<file path="config.mk">
export PLATFORM = sky130hd
export DESIGN_NAME = circular_free_slot_allocator
export DESIGN_NICKNAME = d
export VERILOG_FILES = /design/src/rtl/cfsa_pkg.sv /design/src/rtl/circular_free_slot_allocator.sv /design/src/rtl/cfsa_map.sv
export SDC_FILE = /design/constraint.sdc
export NUM_CORES = 2
export LEC_CHECK = 0
export ABC_AREA = 1
export BUFFER_PORTS_ARGS = -buffer_cell sky130_fd_sc_hd__buf_2
export CAP_MARGIN = 20
export CORE_MARGIN = 2
export CORE_UTILIZATION = 30
export CTS_BUF_LIST = sky130_fd_sc_hd__clkbuf_8
export DETAILED_ROUTE_END_ITERATION = 10
export SYNTH_ARGS = -nofsm -noshare
export SYNTH_HDL_FRONTEND = slang
export SYNTH_SLANG_ARGS = --single-unit
</file>
<file path="constraint.sdc">
create_clock -name clk -period 5.52 [get_ports clk]
set_input_delay 1.104 -clock clk [delete_from_list [all_inputs] [get_ports clk]]
set_output_delay 1.104 -clock clk [all_outputs]
set_load 0.02 [all_outputs]
</file>
<file path="src/rtl/cfsa_pkg.sv">
package cfsa_pkg;

	localparam int WORD_W        = 32;
	localparam int IDX_W         = 5;
	localparam int SLOT_W        = 10;
	localparam int CFG_W         = 11;
	localparam int MAX_SLOTS_DEF = 1024;

	localparam logic [CFG_W-1:0] CFG_RESET = 11'd1024;

	localparam logic OP_ALLOC   = 1'b0;
	localparam logic OP_RELEASE = 1'b1;

	typedef struct packed {
		logic              opcode;
		logic [SLOT_W-1:0] slot;
	} req_t;

	typedef struct packed {
		logic [SLOT_W-1:0] granted_slot;
		logic              full_res;
	} rsp_t;

	typedef enum logic [1:0] {
		ST_IDLE,
		ST_FIRST,
		ST_CHECK,
		ST_HOLD
	} state_t;

	// index of the lowest set bit of a map word, zero when none is set
	function automatic logic [IDX_W-1:0] lowest_bit(input logic [WORD_W-1:0] v);
		logic [WORD_W-1:0] iso;
		logic [IDX_W-1:0]  idx;
		iso = v & (~v + 1'b1);
		idx = '0;
		for (int i = 0; i < WORD_W; i++) begin
			if (iso[i]) begin
				idx = idx | IDX_W'(i);
			end
		end
		return idx;
	endfunction

endpackage

</file>
<file path="src/rtl/circular_free_slot_allocator.sv">
// Allocate: one map read for the preferred word, then up to two reads of words picked
// from the non-empty summary, each a registered RAM read. Release: one map read, then
// a write, no result. One item in flight; the next is taken once it finishes,
// even while its result still waits in the output register.
// Reset clears control state and marks every slot free via per-word valid bits
// (no clearing pass); the managed count cfg_q resets to 1024.
module circular_free_slot_allocator #(
	parameter int MAX_SLOTS = cfsa_pkg::MAX_SLOTS_DEF
) (
	input  logic                      clk,
	input  logic                      arst_n,
	input  logic                      req_valid,
	output logic                      req_ready,
	input  cfsa_pkg::req_t            req,
	output logic                      rsp_valid,
	input  logic                      rsp_ready,
	output cfsa_pkg::rsp_t            rsp,
	input  logic                      cfg_we,
	input  logic [cfsa_pkg::CFG_W-1:0] cfg_wdata
);
	import cfsa_pkg::*;

	localparam int NW    = (MAX_SLOTS + WORD_W - 1) / WORD_W;
	localparam int AW    = (NW > 1) ? $clog2(NW) : 1;
	localparam int CNT_W = $clog2(MAX_SLOTS + 1);
	localparam int CMPW  = (CNT_W > CFG_W) ? CNT_W : CFG_W;

	state_t            state_q, state_d;
	logic [CFG_W-1:0]  cfg_q;
	logic              op_q;
	logic [SLOT_W-1:0] slot_q;
	logic              rng_q;
	logic [AW-1:0]     cur_w_q, cur_w_d;
	logic              phase_q, phase_d;
	rsp_t              res_q, res_d;
	rsp_t              out_q, out_d;
	logic              out_valid_q;
	logic              ld_out;

	logic [CMPW-1:0]   n, nm1, req_ext, gidx;
	logic [AW-1:0]     last_w, req_w;
	logic              req_rng;
	logic              out_free;

	logic              rd_en, wr_en;
	logic [AW-1:0]     rd_addr, wr_addr;
	logic [WORD_W-1:0] rd_data, wr_data;
	logic [NW-1:0]     summary;

	logic [WORD_W-1:0] hi_mask, m_first, m_chk, m_sel;
	logic [IDX_W-1:0]  g_bit;
	logic [NW-1:0]     sum_lim, sum_above, sum_low, iso_a, iso_l;
	logic [AW-1:0]     sa_idx, sl_idx;
	logic              fin;
	rsp_t              fin_res, grant_res;

	localparam rsp_t FULL_RES = '{granted_slot: '0, full_res: 1'b1};

	cfsa_map #(
		.NW(NW),
		.AW(AW)
	) u_map (
		.clk    (clk),
		.arst_n (arst_n),
		.rd_en  (rd_en),
		.rd_addr(rd_addr),
		.rd_data(rd_data),
		.wr_en  (wr_en),
		.wr_addr(wr_addr),
		.wr_data(wr_data),
		.summary(summary)
	);

	// managed count saturates at the map depth
	always_comb begin
		n = (CMPW'(cfg_q) > CMPW'(MAX_SLOTS)) ? CMPW'(MAX_SLOTS) : CMPW'(cfg_q);
		nm1     = n - 1'b1;
		last_w  = nm1[IDX_W +: AW];
		req_ext = CMPW'(req.slot);
		req_w   = req_ext[IDX_W +: AW];
		req_rng = req_ext < n;
	end

	always_comb begin
		hi_mask = (cur_w_q == last_w) ?
			({WORD_W{1'b1}} >> (5'd31 - nm1[IDX_W-1:0])) : {WORD_W{1'b1}};
		m_first = rd_data & ({WORD_W{1'b1}} << slot_q[IDX_W-1:0]) & hi_mask;
		m_chk   = rd_data & hi_mask;
		m_sel   = (state_q == ST_FIRST) ? m_first : m_chk;
		g_bit   = lowest_bit(m_sel);
		gidx    = CMPW'({cur_w_q, g_bit});
		grant_res.granted_slot = gidx[SLOT_W-1:0];
		grant_res.full_res     = 1'b0;
	end

	// summary search: words up to the last managed one, and those above the current word
	always_comb begin
		sum_lim   = {NW{1'b1}} >> (AW'(NW - 1) - last_w);
		sum_low   = summary & sum_lim;
		sum_above = sum_low & (({NW{1'b1}} << cur_w_q) << 1);
		iso_a     = sum_above & (~sum_above + 1'b1);
		iso_l     = sum_low & (~sum_low + 1'b1);
		sa_idx    = '0;
		sl_idx    = '0;
		for (int i = 0; i < NW; i++) begin
			if (iso_a[i]) begin
				sa_idx = sa_idx | AW'(i);
			end
			if (iso_l[i]) begin
				sl_idx = sl_idx | AW'(i);
			end
		end
	end

	assign out_free  = !out_valid_q || rsp_ready;
	assign req_ready = (state_q == ST_IDLE);

	always_comb begin
		state_d = state_q;
		cur_w_d = cur_w_q;
		phase_d = phase_q;
		res_d   = res_q;
		rd_en   = 1'b0;
		rd_addr = cur_w_q;
		wr_en   = 1'b0;
		wr_addr = cur_w_q;
		wr_data = rd_data & ~(WORD_W'(1) << g_bit);
		ld_out  = 1'b0;
		out_d   = res_q;
		fin     = 1'b0;
		fin_res = FULL_RES;
		case (state_q)
			ST_IDLE: begin
				if (req_valid) begin
					rd_en   = req_rng;
					rd_addr = req_w;
					cur_w_d = req_w;
					state_d = ST_FIRST;
				end
			end
			ST_FIRST: begin
				if (op_q == OP_RELEASE) begin
					wr_en   = rng_q;
					wr_data = rd_data | (WORD_W'(1) << slot_q[IDX_W-1:0]);
					state_d = ST_IDLE;
				end else if (n == '0) begin
					fin = 1'b1;
				end else if (rng_q && (|m_first)) begin
					wr_en   = 1'b1;
					fin     = 1'b1;
					fin_res = grant_res;
				end else if (rng_q && (|sum_above)) begin
					rd_en   = 1'b1;
					rd_addr = sa_idx;
					cur_w_d = sa_idx;
					phase_d = 1'b1;
					state_d = ST_CHECK;
				end else if (|sum_low) begin
					rd_en   = 1'b1;
					rd_addr = sl_idx;
					cur_w_d = sl_idx;
					phase_d = 1'b0;
					state_d = ST_CHECK;
				end else begin
					fin = 1'b1;
				end
			end
			ST_CHECK: begin
				// only the partly managed last word can come back empty
				if (|m_chk) begin
					wr_en   = 1'b1;
					fin     = 1'b1;
					fin_res = grant_res;
				end else if (phase_q && (|sum_low)) begin
					rd_en   = 1'b1;
					rd_addr = sl_idx;
					cur_w_d = sl_idx;
					phase_d = 1'b0;
				end else begin
					fin = 1'b1;
				end
			end
			ST_HOLD: begin
				if (out_free) begin
					ld_out  = 1'b1;
					out_d   = res_q;
					state_d = ST_IDLE;
				end
			end
			default: begin
				state_d = ST_IDLE;
			end
		endcase
		if (fin) begin
			if (out_free) begin
				ld_out  = 1'b1;
				out_d   = fin_res;
				state_d = ST_IDLE;
			end else begin
				res_d   = fin_res;
				state_d = ST_HOLD;
			end
		end
	end

	always_ff @(posedge clk or negedge arst_n) begin
		if (!arst_n) begin
			state_q     <= ST_IDLE;
			cfg_q       <= CFG_RESET;
			out_valid_q <= 1'b0;
		end else begin
			state_q <= state_d;
			if (cfg_we) begin
				cfg_q <= cfg_wdata;
			end
			if (ld_out) begin
				out_valid_q <= 1'b1;
			end else if (rsp_ready) begin
				out_valid_q <= 1'b0;
			end
		end
	end

	always_ff @(posedge clk) begin
		if (req_valid && req_ready) begin
			op_q   <= req.opcode;
			slot_q <= req.slot;
			rng_q  <= req_rng;
		end
		cur_w_q <= cur_w_d;
		phase_q <= phase_d;
		res_q   <= res_d;
		if (ld_out) begin
			out_q <= out_d;
		end
	end

	assign rsp_valid = out_valid_q;
	assign rsp       = out_q;

`ifndef SYNTHESIS
	a_no_rw_clash: assert property (@(posedge clk) disable iff (!arst_n)
		!(rd_en && wr_en))
		else $error("map read and write in the same cycle");

	a_full_zero: assert property (@(posedge clk) disable iff (!arst_n)
		ld_out && out_d.full_res |-> out_d.granted_slot == '0)
		else $error("full word carries a non-zero slot");

	a_grant_managed: assert property (@(posedge clk) disable iff (!arst_n)
		ld_out && !out_d.full_res |-> CMPW'(out_d.granted_slot) < n)
		else $error("granted slot outside the managed range");

	a_accept_reads: assert property (@(posedge clk) disable iff (!arst_n)
		req_valid && req_ready |=> state_q == ST_FIRST)
		else $error("accepted word did not start a map read");

	a_write_state: assert property (@(posedge clk) disable iff (!arst_n)
		wr_en |-> (state_q == ST_FIRST || state_q == ST_CHECK))
		else $error("map write outside a modify state");
`endif

endmodule

</file>
<file path="src/rtl/cfsa_map.sv">
module cfsa_map #(
	parameter int NW = 32,
	parameter int AW = 5
) (
	input  logic                       clk,
	input  logic                       arst_n,
	input  logic                       rd_en,
	input  logic [AW-1:0]              rd_addr,
	output logic [cfsa_pkg::WORD_W-1:0] rd_data,
	input  logic                       wr_en,
	input  logic [AW-1:0]              wr_addr,
	input  logic [cfsa_pkg::WORD_W-1:0] wr_data,
	output logic [NW-1:0]              summary
);
	import cfsa_pkg::*;

	logic [WORD_W-1:0] mem [NW];
	logic [WORD_W-1:0] rd_data_q;
	logic              rd_vld_q;
	logic [NW-1:0]     vld_q;
	logic [NW-1:0]     summary_q;

	always_ff @(posedge clk) begin
		if (wr_en) begin
			mem[wr_addr] <= wr_data;
		end
	end

	always_ff @(posedge clk) begin
		if (rd_en) begin
			rd_data_q <= mem[rd_addr];
			rd_vld_q  <= vld_q[rd_addr];
		end
	end

	// a word never written is all free
	always_ff @(posedge clk or negedge arst_n) begin
		if (!arst_n) begin
			vld_q     <= '0;
			summary_q <= '1;
		end else if (wr_en) begin
			vld_q[wr_addr]     <= 1'b1;
			summary_q[wr_addr] <= |wr_data;
		end
	end

	assign rd_data = rd_vld_q ? rd_data_q : '1;
	assign summary = summary_q;

endmodule
</file>
==> parameters.txt <==
Parameter                              Value

Global routing
  Maximum number of pins on one net before global-route repair ... 185
  Overflow left after global routing ... 0
  First-pass GRT wire length ... 282,000 um
  Via count of the first global-routing pass ... 42,900
  Overall track demand over capacity in global routing ... a little under a fifth
  Initial antenna violation count ... 5

Clocking
  Maximum buffer depth of the clock tree ... 3
  Clk sink count ... approximately 1,200
  CTS tree ... yes
  Clock-pin slew on the worst setup and hold paths ... ~0.050 ns
  CTS Buf Count ... about 200
  Number of H-tree levels ... 4
  Clock latency at the later pin of the worst-skew pair ... 0.98 ns
  CTS root buf ... sky130_fd_sc_hd__clkbuf_8

STA
  Setup repair after global routing missed its margin ... true
  Max_slew headroom ... between 20% and 30%
  Period minus WS final ... between 5 and 6 ns
  Total count of max-transition violations in the final report ... 0
  Final period utilization ... between 90% and 100%
  Hold violation count in the final report ... 0
  Total of endpoints with negative setup slack in the final report ... 0
  Slew @ Worst Pin ... 1.08 ns
  Worst Skew ... roughly 0.087 ns
  Maximum achievable frequency ... 190 MHz

Detailed routing
  Residual antenna-violating net count after detailed routing ... 0
  Routed len/inst ... 21.4 um
  Routed via count divided by cell count ... ~5.0
  Total via count in the routed design ... approximately 45,000
  Final wirelength ... roughly 190,000 um
  Number of optimization iterations in the first detailed-route pass ... 6
  DRC violations left ... 0
  DR iter-0 viols ... 5,554

Final layout
  Filler-free cell count of the finished design ... 9,059
  Post-layout nets ... ~6,400
  Highest-count cells in the layout ignoring fill and taps ... sky130_fd_sc_hd__nand2_1, sky130_fd_sc_hd__nand3_1, sky130_fd_sc_hd__edfxtp_1
  Post-synthesis to final-layout area growth ... 17.4%
  Post-layout util ... a little over a third
  Share of layout cells above drive strength 1 ... around an eighth
  Commonest non-fill, non-tap cell in the layout ... sky130_fd_sc_hd__nand2_1

Floorplanning
  Die Ht ... 442 um
  Top-level I/O count ... 40
  X dimension of the die ... 442 um
  Standard-cell row count ... 160
  Die Outline Area ... 195,000 um^2
  Core region area ... approximately 190,000 um^2
  Starting Density ... 30.2%

Synth
  Flip-flop and latch count after synthesis ... around 1,200
  Top flip-flop cell by instance count after synthesis ... sky130_fd_sc_hd__edfxtp_1
  Count of different cell masters after synthesis ... 58
  Fraction of synthesized cell area taken by the top area cell type ... between 50% and 60%
  Top post-synthesis cells by area ... sky130_fd_sc_hd__edfxtp_1, sky130_fd_sc_hd__nand3_1, sky130_fd_sc_hd__nand2_1
  Sequential element share of the synthesized area ... approximately 60%
  Post-synth ARST share ... between 6 and 7%
  YS warnings ... 0
  Cell area after synthesis ... around 58,000 um^2
  Number of nets in the synthesized netlist ... 6,217
  Cells after synthesis ... slightly above 6,000
  Mean cell area of the mapped netlist ... approximately 9.3 um^2
  Post-synth EDFFs ... 1,087
  Synth area leader ... sky130_fd_sc_hd__edfxtp_1

Run
  Reported max-cap violation count ... 0

Power and ir drop
  Leakage Power ... approximately 29 nW
  Power density over cell area ... ~600 nW/um^2
  Highest ir drop seen on vdd ... roughly 0.71 mV

Worst setup path
  Type of the setup path with the least slack ... reg2reg
  Nature of the critical path endpoint ... register
  CP Data Required Time ... just over 6 ns
  Maximum fanout encountered on the critical timing path ... 21
  Highest cell delay on the worst timing path ... around 0.57 ns
  Crit start category ... register
  Data arrival at the endpoint of the critical path ... approximately 5.9 ns
  Critical Path Start ... cfg_q[10]
  Start of the worst register-to-register path ... cfg_q[10]
  Cell type with the highest occurrence count on the critical path ... sky130_fd_sc_hd__nand2_1
  Master of the slowest instance on the critical path ... sky130_fd_sc_hd__dfstp_2

Status
  Run status ... complete, no violations

Place
  Count of input and output buffers ... 39
  Placed Instances ... a little under 9,000
  Detailed placer's ending HPWL ... between 100,000 and 150,000 um
  Routability cong. ... roughly 0.94

Worst hold path
  Hold path start ... req[10]
  HP Class ... in2reg
==> worst max-delay path, delay by kind of cell (launching register included) <==
kind | cells | cell delay, ns
AO/OA/AOI/OAI | 2 | 0.31
AND/OR/NAND/NOR | 23 | 2.91
buffers and inverters | 5 | 0.87
flip-flops | 1 | 0.57
adder cells (fa/ha/maj) | 1 | 0.26
==> worst paths after layout <==
kind / to / slack [ns] / cells past startpoint
setup / recovery: u_map.rd_data_q[18] / 0.26 / 31
hold / removal: op_q / 0.33 / 1
setup reg to reg: u_map.rd_data_q[18] / 0.26 / 31
hold reg to reg: u_map.vld_q[3] / 0.45 / 2
max in group asynchronous: u_map.vld_q[13] / 3.79 / 3
min in group asynchronous: cfg_q[7] / 0.58 / 2
==> area by class of cell <==
cell class	count	area, um^2
antenna	2	5.00
fill	19000	123000
clock inverter	158	1160
inverter	1041	3910
clock buffer	199	2740
tap	2511	3140
timing repair buffer	335	3930
sequential	1170	34700
multi-input combinational	3643	17900
==> where the power goes <==
| part | total, mW | switching (mW) | internal, mW |
|---|---|---|---|
| logic | 21.2 | 14.4 | 6.75 |
| registers | 12.2 | 0.473 | 11.7 |
| clock network | 7.72 | 3.76 | 3.96 |
==> sequential cells by signal, summed over array words and instances, names as in the netlist, 11 cells and up <==
signal           flops
rsp                 11
cfg_q               11
u_map.vld_q         32
res_q               11
u_map.summary       32
u_map.rd_data_q     32
u_map.mem         1024
==> cell usage after synthesis (37+ instances only) <==
library cell                  n
sky130_fd_sc_hd__nand2_1   1348
sky130_fd_sc_hd__nand3_1   1319
sky130_fd_sc_hd__edfxtp_1  1087
sky130_fd_sc_hd__inv_1     1019
sky130_fd_sc_hd__nor2_1     340
sky130_fd_sc_hd__nand3b_1   301
sky130_fd_sc_hd__buf_2      193
sky130_fd_sc_hd__clkbuf_1   104
sky130_fd_sc_hd__o21ai_0     61
sky130_fd_sc_hd__dfrtp_1     45
sky130_fd_sc_hd__nor3_1      42
sky130_fd_sc_hd__a21oi_1     37
==> layer usage <==
| metal | track usage, % | wire length, um | up-vias |
|---|---|---|---|
| met5 | 0 | 27 | - |
| met4 | 6.33 | 6310 | 4 |
| met3 | 3.09 | 16400 | 361 |
| met2 | 29.9 | 87400 | 2120 |
| met1 | 26.9 | 84100 | 22000 |
| li1 | - | - | 21000 |
==> through the flow <==
step           TNS [ns]  hold WS [ns]  area (um^2)  power, mW  worst slack (ns)
2_1_floorplan         0         0.422        57500       24.6             0.215
3_3_place_gp      -2.39         0.433        63000       32.5           -0.0820
3_5_place_dp      -1.09         0.439        63000       32.6           -0.0458
4_1_cts               0         0.243        66900       40.4            0.0204
5_1_grt         -0.0196         0.280        67500       43.4          -0.00737
6_report              0         0.327        67500       41.1             0.262
==> what timing repair did <==
| action | in CTS | in global routing |
|---|---|---|
| resized for setup | 2 | 63 |
| hold buffers | 1 | 0 |
| setup endpoints to repair | 33 | 392 |
| buffers inserted | 0 | 9 |
| cloned | 0 | 7 |
| pin swaps | 0 | 4 |
| endpoints found under the hold margin | 13 | 0 |
==> cell families (layout without fill, tap and decap cells) <==
group                      after synthesis  in the layout  synth area share [%]
and+or+nand+nor                       3450           3450                  28.0
buffers and inverters                 1361           1733                  9.41
DFF                                   1170           1170                  60.4
AOI/OAI and AO/OA                      170            170                  1.77
adders and majority gates               16             16                 0.348
muxes                                    6              6                 0.117
xor gates and xnor gates                 1              1                0.0152
other                                    0              2                     0
No activity file was read; power rests on OpenSTA's default activity.
